[src/design/upcp_pkg.sv]
// Shared constants, key tables and controller/datapath interface types for the
// power command line parser. No dependencies.
package upcp_pkg;

    localparam int LINE_DEPTH_DEF = 32;
    localparam int BYTE_W         = 8;
    localparam int DELAY_W        = 32;

    localparam logic [BYTE_W-1:0] CH_CR    = 8'h0D;
    localparam logic [BYTE_W-1:0] CH_LF    = 8'h0A;
    localparam logic [BYTE_W-1:0] CH_SPACE = 8'h20;
    localparam logic [BYTE_W-1:0] CH_ZERO  = 8'h30;
    localparam logic [BYTE_W-1:0] CH_NINE  = 8'h39;

    localparam int OFF_LEN    = 7;
    localparam int PAUSE_LEN  = 9;
    localparam int RESUME_LEN = 10;

    // ">PwrOff"
    function automatic logic [BYTE_W-1:0] key_off(input logic [3:0] k);
        logic [BYTE_W-1:0] c;
        case (k)
            4'd0:    c = 8'h3E;
            4'd1:    c = 8'h50;
            4'd2:    c = 8'h77;
            4'd3:    c = 8'h72;
            4'd4:    c = 8'h4F;
            4'd5:    c = 8'h66;
            4'd6:    c = 8'h66;
            default: c = 8'h00;
        endcase
        return c;
    endfunction

    // ">PwrPause"
    function automatic logic [BYTE_W-1:0] key_pause(input logic [3:0] k);
        logic [BYTE_W-1:0] c;
        case (k)
            4'd0:    c = 8'h3E;
            4'd1:    c = 8'h50;
            4'd2:    c = 8'h77;
            4'd3:    c = 8'h72;
            4'd4:    c = 8'h50;
            4'd5:    c = 8'h61;
            4'd6:    c = 8'h75;
            4'd7:    c = 8'h73;
            4'd8:    c = 8'h65;
            default: c = 8'h00;
        endcase
        return c;
    endfunction

    // ">PwrResume"
    function automatic logic [BYTE_W-1:0] key_resume(input logic [3:0] k);
        logic [BYTE_W-1:0] c;
        case (k)
            4'd0:    c = 8'h3E;
            4'd1:    c = 8'h50;
            4'd2:    c = 8'h77;
            4'd3:    c = 8'h72;
            4'd4:    c = 8'h52;
            4'd5:    c = 8'h65;
            4'd6:    c = 8'h73;
            4'd7:    c = 8'h75;
            4'd8:    c = 8'h6D;
            4'd9:    c = 8'h65;
            default: c = 8'h00;
        endcase
        return c;
    endfunction

    typedef struct packed {
        logic load;         // capture input byte, clear event flags
        logic drop;         // full store: empty it, flag the drop
        logic append;       // write byte at fill count
        logic scan_start;   // reset walk counter and match state
        logic scan_rd;      // issue one store read and advance
        logic finish_line;  // post events, empty the store
        logic out_load;     // move result into the output register
    } cmd_t;

    typedef struct packed {
        logic err;
        logic full;
        logic eol;
        logic scan_last;
        logic out_busy;
    } status_t;

endpackage

[src/design/upcp_ram.sv]
// Generic single-write, single-read RAM with registered read data.
// No dependencies.
module upcp_ram #(
    parameter int WIDTH = 8,
    parameter int DEPTH = 32
) (
    input  logic                     aclk,
    input  logic                     we,
    input  logic [$clog2(DEPTH)-1:0] waddr,
    input  logic [WIDTH-1:0]         wdata,
    input  logic                     re,
    input  logic [$clog2(DEPTH)-1:0] raddr,
    output logic [WIDTH-1:0]         rdata
);

    logic [WIDTH-1:0] mem_reg [DEPTH];
    logic [WIDTH-1:0] rdata_reg;

    always_ff @(posedge aclk) begin
        if (we) begin
            mem_reg[waddr] <= wdata;
        end
        if (re) begin
            rdata_reg <= mem_reg[raddr];
        end
    end

    assign rdata = rdata_reg;

endmodule

[src/design/upcp_ctrl.sv]
// Sequencing state machine of the power command line parser.
// Depends on upcp_pkg (cmd_t, status_t).
module upcp_ctrl (
    input  logic             aclk,
    input  logic             aresetn,
    input  logic             s_tvalid,
    output logic             s_tready,
    input  upcp_pkg::status_t status,
    output upcp_pkg::cmd_t    cmd
);

    typedef enum logic [2:0] {
        ST_IDLE,
        ST_CLASSIFY,
        ST_SCAN,
        ST_DRAIN,
        ST_FINISH,
        ST_OUTPUT
    } state_t;

    state_t state_reg, state_next;

    always_ff @(posedge aclk) begin
        if (!aresetn) begin
            state_reg <= ST_IDLE;
        end else begin
            state_reg <= state_next;
        end
    end

    assign s_tready = (state_reg == ST_IDLE);

    always_comb begin
        state_next = state_reg;
        cmd        = '0;
        unique case (state_reg)
            ST_IDLE: begin
                if (s_tvalid) begin
                    cmd.load   = 1'b1;
                    state_next = ST_CLASSIFY;
                end
            end
            ST_CLASSIFY: begin
                if (status.err) begin
                    state_next = ST_OUTPUT;
                end else if (status.full) begin
                    cmd.drop   = 1'b1;
                    state_next = ST_OUTPUT;
                end else if (status.eol) begin
                    cmd.scan_start = 1'b1;
                    state_next     = ST_SCAN;
                end else begin
                    cmd.append = 1'b1;
                    state_next = ST_OUTPUT;
                end
            end
            ST_SCAN: begin
                cmd.scan_rd = 1'b1;
                if (status.scan_last) begin
                    state_next = ST_DRAIN;
                end
            end
            ST_DRAIN: begin
                state_next = ST_FINISH;
            end
            ST_FINISH: begin
                cmd.finish_line = 1'b1;
                state_next      = ST_OUTPUT;
            end
            ST_OUTPUT: begin
                if (!status.out_busy) begin
                    cmd.out_load = 1'b1;
                    state_next   = ST_IDLE;
                end
            end
            default: begin
                state_next = ST_IDLE;
            end
        endcase
    end

endmodule

[src/design/upcp_datapath.sv]
// Datapath of the power command line parser: line store, fill count, key
// matching, delay accumulation and output register.
// Depends on upcp_pkg and upcp_ram.
module upcp_datapath #(
    parameter int LINE_DEPTH = upcp_pkg::LINE_DEPTH_DEF
) (
    input  logic                          aclk,
    input  logic                          aresetn,
    input  upcp_pkg::cmd_t                cmd,
    output upcp_pkg::status_t             status,
    input  logic [upcp_pkg::BYTE_W-1:0]   in_byte,
    input  logic                          in_err,
    output logic                          m_tvalid,
    input  logic                          m_tready,
    output logic [upcp_pkg::DELAY_W-1:0]  out_delay,
    output logic                          out_off,
    output logic                          out_pause,
    output logic                          out_resume,
    output logic                          out_dropped
);

    localparam int IDX_W = $clog2(LINE_DEPTH);
    localparam int CNT_W = $clog2(LINE_DEPTH + 1);
    localparam int BW    = upcp_pkg::BYTE_W;
    localparam int DW    = upcp_pkg::DELAY_W;

    logic [BW-1:0]    byte_reg;
    logic             err_reg;
    logic [CNT_W-1:0] fill_reg;
    logic [DW-1:0]    delay_reg, delay_next;
    logic             off_done_reg, off_done_next;
    logic [IDX_W-1:0] scan_idx_reg;
    logic [IDX_W-1:0] eval_pos_reg;
    logic             eval_valid_reg;
    logic             m_off_reg, m_off_next;
    logic             m_pause_reg, m_pause_next;
    logic             m_resume_reg, m_resume_next;
    logic             off_allow_reg;
    logic             skip_reg, skip_next;
    logic             stop_reg, stop_next;
    logic             pause_reg, resume_reg, dropped_reg;
    logic             m_tvalid_reg;
    logic [DW-1:0]    o_delay_reg;
    logic             o_off_reg, o_pause_reg, o_resume_reg, o_dropped_reg;

    logic [BW-1:0]    rd_data;
    logic [BW-1:0]    cur_byte;
    logic             off_active;
    logic [DW-1:0]    d_base;
    logic [DW-1:0]    d_mac;
    logic             is_digit;

    upcp_ram #(
        .WIDTH (BW),
        .DEPTH (LINE_DEPTH)
    ) u_store (
        .aclk  (aclk),
        .we    (cmd.append),
        .waddr (fill_reg[IDX_W-1:0]),
        .wdata (byte_reg),
        .re    (cmd.scan_rd),
        .raddr (scan_idx_reg),
        .rdata (rd_data)
    );

    assign status.err       = err_reg;
    assign status.full      = (fill_reg == CNT_W'(LINE_DEPTH));
    assign status.eol       = (byte_reg == upcp_pkg::CH_CR) || (byte_reg == upcp_pkg::CH_LF);
    assign status.scan_last = (scan_idx_reg == IDX_W'(LINE_DEPTH - 1));
    assign status.out_busy  = m_tvalid_reg && !m_tready;

    // Entries at or past the fill count read as the cleared value.
    assign cur_byte = (CNT_W'(eval_pos_reg) < fill_reg) ? rd_data : '0;
    assign is_digit = (cur_byte >= upcp_pkg::CH_ZERO) && (cur_byte <= upcp_pkg::CH_NINE);
    assign off_active = eval_valid_reg && off_allow_reg && m_off_reg && !stop_reg
                        && (eval_pos_reg >= IDX_W'(upcp_pkg::OFF_LEN));
    assign d_base = (eval_pos_reg == IDX_W'(upcp_pkg::OFF_LEN)) ? '0 : delay_reg;
    assign d_mac  = {d_base[DW-4:0], 3'b000} + {d_base[DW-2:0], 1'b0}
                    + DW'(cur_byte - upcp_pkg::CH_ZERO);

    always_comb begin
        m_off_next    = m_off_reg;
        m_pause_next  = m_pause_reg;
        m_resume_next = m_resume_reg;
        delay_next    = delay_reg;
        off_done_next = off_done_reg;
        skip_next     = skip_reg;
        stop_next     = stop_reg;
        if (eval_valid_reg) begin
            if (eval_pos_reg < IDX_W'(upcp_pkg::OFF_LEN)) begin
                m_off_next = m_off_reg
                             && (cur_byte == upcp_pkg::key_off(eval_pos_reg[3:0]));
            end
            if (eval_pos_reg < IDX_W'(upcp_pkg::PAUSE_LEN)) begin
                m_pause_next = m_pause_reg
                               && (cur_byte == upcp_pkg::key_pause(eval_pos_reg[3:0]));
            end
            if (eval_pos_reg < IDX_W'(upcp_pkg::RESUME_LEN)) begin
                m_resume_next = m_resume_reg
                                && (cur_byte == upcp_pkg::key_resume(eval_pos_reg[3:0]));
            end
        end
        if (off_active) begin
            delay_next = d_base;
            if (skip_reg && cur_byte == upcp_pkg::CH_SPACE) begin
                skip_next = 1'b1;
            end else begin
                skip_next = 1'b0;
                if (is_digit) begin
                    delay_next = d_mac;
                end else if (cur_byte == upcp_pkg::CH_SPACE) begin
                    off_done_next = 1'b1;
                    stop_next     = 1'b1;
                end
            end
        end
    end

    always_ff @(posedge aclk) begin
        if (!aresetn) begin
            fill_reg       <= '0;
            delay_reg      <= '0;
            off_done_reg   <= 1'b0;
            eval_valid_reg <= 1'b0;
            m_tvalid_reg   <= 1'b0;
            pause_reg      <= 1'b0;
            resume_reg     <= 1'b0;
            dropped_reg    <= 1'b0;
        end else begin
            delay_reg      <= delay_next;
            off_done_reg   <= off_done_next;
            eval_valid_reg <= cmd.scan_rd;
            if (cmd.load) begin
                pause_reg   <= 1'b0;
                resume_reg  <= 1'b0;
                dropped_reg <= 1'b0;
            end
            if (cmd.drop) begin
                fill_reg    <= '0;
                dropped_reg <= 1'b1;
            end
            if (cmd.append) begin
                fill_reg <= fill_reg + CNT_W'(1);
            end
            if (cmd.finish_line) begin
                fill_reg   <= '0;
                pause_reg  <= m_pause_reg && !(off_allow_reg && m_off_reg);
                resume_reg <= m_resume_reg && !(off_allow_reg && m_off_reg);
            end
            if (cmd.out_load) begin
                m_tvalid_reg <= 1'b1;
            end else if (m_tready) begin
                m_tvalid_reg <= 1'b0;
            end
        end
    end

    always_ff @(posedge aclk) begin
        if (cmd.load) begin
            byte_reg <= in_byte;
            err_reg  <= in_err;
        end
        if (cmd.scan_start) begin
            scan_idx_reg  <= '0;
            m_off_reg     <= 1'b1;
            m_pause_reg   <= 1'b1;
            m_resume_reg  <= 1'b1;
            off_allow_reg <= !off_done_reg;
            skip_reg      <= 1'b1;
            stop_reg      <= 1'b0;
        end else begin
            m_off_reg    <= m_off_next;
            m_pause_reg  <= m_pause_next;
            m_resume_reg <= m_resume_next;
            skip_reg     <= skip_next;
            stop_reg     <= stop_next;
            if (cmd.scan_rd) begin
                scan_idx_reg <= scan_idx_reg + IDX_W'(1);
            end
        end
        if (cmd.scan_rd) begin
            eval_pos_reg <= scan_idx_reg;
        end
        if (cmd.out_load) begin
            o_delay_reg   <= delay_reg;
            o_off_reg     <= off_done_reg;
            o_pause_reg   <= pause_reg;
            o_resume_reg  <= resume_reg;
            o_dropped_reg <= dropped_reg;
        end
    end

    assign m_tvalid    = m_tvalid_reg;
    assign out_delay   = o_delay_reg;
    assign out_off     = o_off_reg;
    assign out_pause   = o_pause_reg;
    assign out_resume  = o_resume_reg;
    assign out_dropped = o_dropped_reg;

endmodule

[src/design/uart_power_command_line_parser_core.sv]
// Top level of the power command line parser: controller plus datapath.
// Depends on upcp_pkg, upcp_ctrl, upcp_datapath (and through it upcp_ram).
//
// Takes received serial bytes one transfer at a time and returns exactly one
// result transfer per byte. Bytes other than CR/LF are appended to a line
// store of LINE_DEPTH bytes; a byte with the error flag set leaves all state
// alone; a byte arriving at a full store discards the line (line_dropped).
// On CR or LF the stored line is walked once from the first entry to the last,
// one entry per clock through the store's read port, matching the command
// keys and accumulating the power-off delay on the way. An ordinary, error or
// dropping byte goes from classification straight to the output state; a line
// end first walks the store memory, then passes a drain and a finish state.
// While the previous result still waits on m_tready, the controller holds in
// its output state and the input stalls for as long. Entries beyond the fill
// count read as zero, so the store needs no clearing pass after reset or
// after a line. A new byte is accepted while the previous result still waits
// in the output register.
module uart_power_command_line_parser_core #(
    parameter int LINE_DEPTH = upcp_pkg::LINE_DEPTH_DEF
) (
    input  logic        aclk,
    input  logic        aresetn,
    // Received byte channel
    input  logic        s_tvalid,
    output logic        s_tready,
    input  logic [7:0]  s_tdata,   // [7:0] rx_byte
    input  logic        s_tuser,   // [0] rx_error
    // Result channel
    output logic        m_tvalid,
    input  logic        m_tready,
    output logic [39:0] m_tdata    // [31:0] off_delay_seconds, [32] off_accepted,
                                   // [33] pause_event, [34] resume_event,
                                   // [35] line_dropped, [39:36] zero
);

    upcp_pkg::cmd_t    cmd;
    upcp_pkg::status_t status;

    logic [upcp_pkg::DELAY_W-1:0] out_delay;
    logic out_off, out_pause, out_resume, out_dropped;

    upcp_ctrl u_ctrl (
        .aclk     (aclk),
        .aresetn  (aresetn),
        .s_tvalid (s_tvalid),
        .s_tready (s_tready),
        .status   (status),
        .cmd      (cmd)
    );

    upcp_datapath #(
        .LINE_DEPTH (LINE_DEPTH)
    ) u_datapath (
        .aclk        (aclk),
        .aresetn     (aresetn),
        .cmd         (cmd),
        .status      (status),
        .in_byte     (s_tdata),
        .in_err      (s_tuser),
        .m_tvalid    (m_tvalid),
        .m_tready    (m_tready),
        .out_delay   (out_delay),
        .out_off     (out_off),
        .out_pause   (out_pause),
        .out_resume  (out_resume),
        .out_dropped (out_dropped)
    );

    // Pack result fields, lowest first, padded to whole bytes.
    assign m_tdata = {4'b0000, out_dropped, out_resume, out_pause, out_off, out_delay};

endmodule

[config.mk]
export PLATFORM = sky130hd
export DESIGN_NAME = uart_power_command_line_parser_core
export DESIGN_NICKNAME = d
export VERILOG_FILES = /design/src/design/upcp_pkg.sv /design/src/design/upcp_ram.sv /design/src/design/upcp_ctrl.sv /design/src/design/upcp_datapath.sv /design/src/design/uart_power_command_line_parser_core.sv
export SDC_FILE = /design/constraint.sdc
export NUM_CORES = 1
export LEC_CHECK = 0
export ABC_AREA = 1
export BUFFER_PORTS_ARGS = -buffer_cell sky130_fd_sc_hd__buf_2
export CAP_MARGIN = 20
export CORE_AREA = 2 2 209 211
export CTS_CLUSTER_DIAMETER = 120
export DETAILED_ROUTE_END_ITERATION = 10
export DIE_AREA = 0 0 211 213
export SLEW_MARGIN = 20
export SYNTH_ARGS = -nofsm -noshare
export SYNTH_HDL_FRONTEND = slang
export SYNTH_SLANG_ARGS = --single-unit
[constraint.sdc]
create_clock -name aclk -period 5.9 [get_ports aclk]
set_input_delay 0.295 -clock aclk [delete_from_list [all_inputs] [get_ports aclk]]
set_output_delay 0.295 -clock aclk [all_outputs]
set_load 0.005 [all_outputs]
==> reports/results.ini, run 1 <==
[yosys]
syn_inst=1946
synth_edf_count=315
synth_compound_area_share_pct=10.5
synth-adder-area-share_pct=5.90
synth_xor_area_share_pct=1.39
ys.flop_type=edfxtp_1
synth_top_family_by_area=simple AND/OR/NAND/NOR gates
synth-simple-area-share_pct=18.4
yosysWarnings=0
ys_async_sr_fraction_pct=0
synthMuxAreaShare_pct=0
synth-seq-area-share_pct=57.3
mappedNetlistArea_mm2=0.0190
post_synth.cell_area_avg_um2=9.75
synth_cell_type_count=56
ys_ff_latch=385

[sta]
fin_skew_ns=0.0291
min_period_ns=4.73
hold_viol_final=0
timing.fmax_mhz=211
tns_ns=0
slew_headroom_pct=24.3
setup_viol=0
rsz0062_at_grt=false
finalCritPeriodShare_pct=80.2
slew_violations=0
worst_pin_slew_ns=1.12

[floorplan]
start_util_pct=44.4
die_x_um=211
std_cell_rows=76
io_pins=55
die_h_um=213
dieArea_mm2=0.0449
core_area_mm2=0.0427

[worst_setup_path]
critPathCaptureType=flip-flop
cp.arrival_ns=5.20
rr_worst_depth=27
r2r_slack_ns=1.17
rr_startpoint=u_datapath.fill_reg[2]
critPathKind=flip-flop to flip-flop
required_ns=6.37
start_kind=flip-flop
rr_endpoint=u_datapath.delay_reg[31]
path_max_fanout=24

[finish]
fin_cells=2576
largest_reg_flops=256
n_antenna_cell=0
final_nets=2083
areaGrowthSynthToFinish_pct=11.7
layout-drive-gt1-share_pct=10.2

[min_path]
worstHoldStart=m_tready
holdPathStages=4
min_to=u_datapath.m_tvalid
worstHoldPathType=input port to flip-flop

[global_routing]
groute.usage.overall_pct=21.6
grt_pass1_wl_um=74400
grt-ovfl-total=0
grt_pass1_vias=13400
grt_max_degree=85
antenna_found_initial=0

[clocking]
cts_resized=0
cts_root_buffer=clkbuf_16
clkSinkCount=385
clock_latency_ns=0.58
cts_max_level=2
tritoncts=done
post_cts_buffers=0
clock_tree.buffer_depth=3
cts.clk_slew.worst_paths_ns=0.06
cts_buffers=42

[detailed_routing]
dr.pass1.iters=5
wl_um=47600
vias=13600
ant_nets=0
drt_iter0_drc=964
drc=0
routedWlPerCell_um=18.5
avgViaCountPerCell=5.28

[placement]
dp_cells=2489
place_hpwl_um=31600
io_buffers=50
place_congestion=0.910

[run]
maxCapViolCount=0

[pwr]
p_per_area_mw_per_mm2=292
finalPower_w=0.00619
leakagePower_nw=8.23
vdd_ir_drop_max_mv=0.296

[status]
outcome=finished, final reports clean

[worst max path at each step]
stage                                           to                        from  slack (ns)  depth (start not counted)
after floorplan           u_datapath.delay_reg[31]  u_datapath.eval_pos_reg[3]        1.13                         27
after global placement    u_datapath.delay_reg[31]  u_datapath.eval_pos_reg[3]        1.20                         28
after detailed placement  u_datapath.delay_reg[31]      u_datapath.fill_reg[2]        1.15                         27
after CTS                 u_datapath.delay_reg[31]      u_datapath.fill_reg[2]        1.14                         27
after global routing      u_datapath.delay_reg[30]      u_datapath.fill_reg[2]        0.70                         27
final                     u_datapath.delay_reg[31]      u_datapath.fill_reg[2]        1.17                         27
[per-layer routing]
layer  vias up  global-route usage, %  share of wire (%)
met5         -                      0                  0
met4         0                   6.90                2.4
met3        77                   3.03                5.1
met2       341                   38.2                 50
met1      6513                   27.3                 43
li1       6669                      -                  -
[kinds of logic (layout without fill, tap and decap cells)]
family / count (synthesis) / count (layout)
AND/OR/NAND/NOR: 803 / 803
buffers and inverters: 310 / 391
flip-flops: 385 / 385
other: 1 / 4
adder cells (fa/ha/maj): 72 / 72
AO/OA/AOI/OAI: 345 / 345
XOR/XNOR: 30 / 30
[area by class of cell]
class	count	area, um2
fillers	3915	21500
repair buffers	84	543
flip-flops and latches	385	10900
multi-input cells	1254	6880
clock inverters	14	136
clock buffers	62	1210
well taps	546	683
inverters	231	876
[where the power goes]
group	switching (W)	total, W	internal [W]	leakage (nW)
registers	0.0000603	0.00306	0.00300	3.41
logic	0.000406	0.000567	0.000162	4.16
clock network	0.00109	0.00256	0.00147	0.654
[cells in the mapped netlist (3+ instances only)]
library cell | number | share of area, %
o211ai_1 | 12 | 0.47
nand3_1 | 76 | 2.0
inv_4 | 3 | 0.099
nand3_2 | 14 | 0.74
nand2_2 | 14 | 0.46
nor2_4 | 3 | 0.18
or2_2 | 4 | 0.13
a31o_2 | 3 | 0.14
xnor2_1 | 12 | 0.55
nand3_4 | 4 | 0.37
nor3_1 | 16 | 0.42
buf_4 | 10 | 0.40
nor2_1 | 283 | 5.6
nand2_1 | 353 | 7.0
fa_1 | 29 | 3.1
clkbuf_1 | 58 | 1.1
o221ai_1 | 17 | 0.78
edfxtp_1 | 315 | 50
ha_1 | 43 | 2.8
o22ai_1 | 42 | 1.4
nand3b_1 | 6 | 0.24
inv_2 | 5 | 0.099
nand2_4 | 4 | 0.24
xor2_1 | 18 | 0.83
a21o_1 | 5 | 0.20
o21ai_1 | 3 | 0.079
a21oi_1 | 73 | 1.9
o21ai_0 | 161 | 4.2
a31oi_1 | 6 | 0.20
inv_1 | 220 | 4.4
dfxtp_1 | 70 | 7.4
clkinv_1 | 3 | 0.059
nand4_1 | 18 | 0.59
buf_2 | 7 | 0.18
a21oi_2 | 11 | 0.51
[through the flow]
step	utilization [%]	setup WS [ns]	cell area, um2	hold WS [ns]
global placement	46.2	1.20	19700	0.412
CTS	49.6	1.14	21200	0.0530
detailed placement	46.2	1.15	19700	0.419
floorplan	-	1.13	19000	0.393
finish	49.6	1.17	21200	0.0755
global route	49.6	0.702	21200	0.0964
[critical path: stages (launching register included)]
cell and delay, ns:
dfxtp_1 0.47, inv_1 0.17, ha_1 0.31, nand2_1 0.08, nor2_4 0.18, nand2_8 0.10, nand3_4 0.13, inv_1 0.08
ha_1 0.22, nor2_1 0.15, clkinv_1 0.07, buf_4 0.30, fa_1 0.59, inv_1 0.04, ha_1 0.35, nand2_1 0.19
inv_1 0.06, a21oi_1 0.31, nor2_1 0.08, nor2_1 0.17, nor2_1 0.06, nor2_1 0.07, and2_1 0.14, nand2_1 0.06
nand2_1 0.05, nor2_1 0.04, nor2_1 0.08, nor2_1 0.04
[placed cells by master (no fill, tap or decap), types with 5 or more instances in the layout]
master	instances
nand4_1	18
nand3b_1	6
o211ai_1	12
nand2_2	14
a21oi_1	73
ha_1	43
clkbuf_16	43
fa_1	29
clkbuf_1	13
clkinv_2	6
nor2_1	282
dfxtp_1	68
o221ai_1	17
nand3_1	76
nor3_1	16
dlygate4sd3_1	10
o22ai_1	42
buf_4	23
a31oi_1	6
clkinv_1	8
xnor2_1	12
buf_2	50
clkbuf_8	6
edfxtp_1	315
nand2_1	353
inv_2	5
inv_1	218
nand3_2	14
xor2_1	18
a21oi_2	11
o21ai_0	161
a21o_1	5
[timing repair]
action                                  4_1_cts  5_1_grt
endpoints found under the setup margin        0        0
hold buffers                                 10        0
hold endpoints to repair                     10        0
(Power assumes the default switching activity.)
==> run 2, diff against run 1 <==
Clock period 5.9 ns to 4.2 ns, I/O delays scaled along.
==> run 2 against run 1 <==
Effect of this change:
- core utilization up 1.4 points
- maximum frequency increased by 18%
- wire length is 0.67% higher
- global-route usage about the same
- die area did not move
- critical path type unchanged
==> reports/results.ini, run 2 (synthesis results as in run 1) <==
[clocking]
tritoncts=done
clkSinkCount=385
cts_max_level=2
clock_latency_ns=0.58
clock_tree.buffer_depth=3
cts.clk_slew.worst_paths_ns=0.06
cts_root_buffer=clkbuf_16
cts_buffers=41

[worst_setup_path]
path_common_cell=nor2_1
critPathKind=flip-flop to flip-flop
crit_slowest_cell=fa_1
cp_num_buf_inv=7
max_stage_delay_ns=0.52
start_kind=flip-flop
path_max_fanout=24
required_ns=4.64
crit_family=simple AND/OR/NAND/NOR gates
cp.arrival_ns=4.45
critPathCaptureType=flip-flop

[sta]
slew_headroom_pct=23.3
timing.fmax_mhz=249
fin_skew_ns=0.0390
hold_viol_final=0
slew_violations=0
worst_pin_slew_ns=1.14
min_period_ns=4.01
finalCritPeriodShare_pct=95.6
rsz0062_at_grt=true
setup_viol=0

[floorplan]
die_h_um=213
dieArea_mm2=0.0449
die_x_um=211
io_pins=55
std_cell_rows=76
core_area_mm2=0.0427
start_util_pct=44.4

[detailed_routing]
ant_nets=0
wl_um=47900
vias=13600
drc=0
dr.pass1.iters=5
routedWlPerCell_um=18.5
drt_iter0_drc=962
avgViaCountPerCell=5.25

[placement]
io_buffers=50
place_hpwl_um=31800
place_congestion=0.910
dp_cells=2502

[pwr]
vdd_ir_drop_max_mv=0.322
finalPower_w=0.00856
p_per_area_mw_per_mm2=393
leakagePower_nw=8.33

[finish]
layout-drive-gt1-share_pct=15.0
areaGrowthSynthToFinish_pct=14.8
n_antenna_cell=0
layout_common_cells=nand2_1 (336), edfxtp_1 (315), nor2_1 (267)
fin_cells=2593
largest_reg_flops=256
final_common_cell=nand2_1
final_nets=2100

[run]
maxCapViolCount=0

[global_routing]
grt_max_degree=82
grt_pass1_vias=13400
grt-ovfl-total=0
grt_pass1_wl_um=74400
antenna_found_initial=0
groute.usage.overall_pct=21.5

[status]
outcome=finished, final reports clean

[min_path]
worstHoldPathType=input port to flip-flop

==> run 2: per-stage QoR <==
stage               TNS [ns]  hold slack [ns]  cell area, um2  setup WS, ns  util (%)
finish                     0            0.361           21800         0.186      51.0
floorplan            -0.0205            0.308           19200       -0.0205         -
global route          -0.105            0.351           21800       -0.0615      51.0
global placement           0            0.388           20000        0.0126      47.0
detailed placement         0            0.391           20000        0.0362      47.0
CTS                        0            0.320           21500        0.0143      50.3
==> run 2: final cells by class <==
cell class | count | area, um2
multi-input combinational | 1254 | 7380
clock inverter | 22 | 160
fill | 3834 | 20900
tap | 546 | 683
sequential | 385 | 10900
inverter | 231 | 882
clock buffer | 53 | 1120
timing repair buffer | 102 | 683
==> run 2: power breakdown <==
group / internal, W / switching, W
registers: 0.00422 / 0.0000380
logic: 0.000231 / 0.000625
clock network: 0.00196 / 0.00149
total: 0.00641 / 0.00215
==> run 2: worst register-to-register path, delay by kind of cell, from the launching register on <==
family,cells,cell delay (ns)
compound gates,1,0.17
fa+ha+maj,4,1.27
buf+inv,7,0.56
simple gates,16,1.45
flops,1,0.43
==> run 2: per-layer routing <==
| layer | GRT usage [%] | vias to the layer above | share of wire [%] |
|---|---|---|---|
| li1 | - | 6711 | - |
| met1 | 27.7 | 6487 | 43 |
| met2 | 37.0 | 321 | 49 |
| met3 | 3.02 | 100 | 4.4 |
| met4 | 8.45 | 0 | 3.4 |
| met5 | 0 | - | 0 |
==> run 2: worst paths after layout <==
check,start,endpoint,slack [ns],cells after the start
setup / recovery,u_datapath.eval_pos_reg[4],u_datapath.delay_reg[31],0.19,28
hold / removal,s_tdata[3],u_datapath.byte_reg[3],0.36,2
hold reg to reg,u_datapath.delay_reg[9],u_datapath.out_delay[9],0.43,0
setup reg to reg,u_datapath.eval_pos_reg[4],u_datapath.delay_reg[31],0.19,28
==> run 2: timing repair <==
| action | 4_1_cts | 5_1_grt |
|---|---|---|
| gates resized for setup | 1 | 70 |
| endpoints found under the hold margin | 13 | 0 |
| pin swaps | 0 | 9 |
| endpoints found under the setup margin | 1 | 19 |
| buffers inserted | 0 | 4 |
| hold buffers | 12 | 0 |
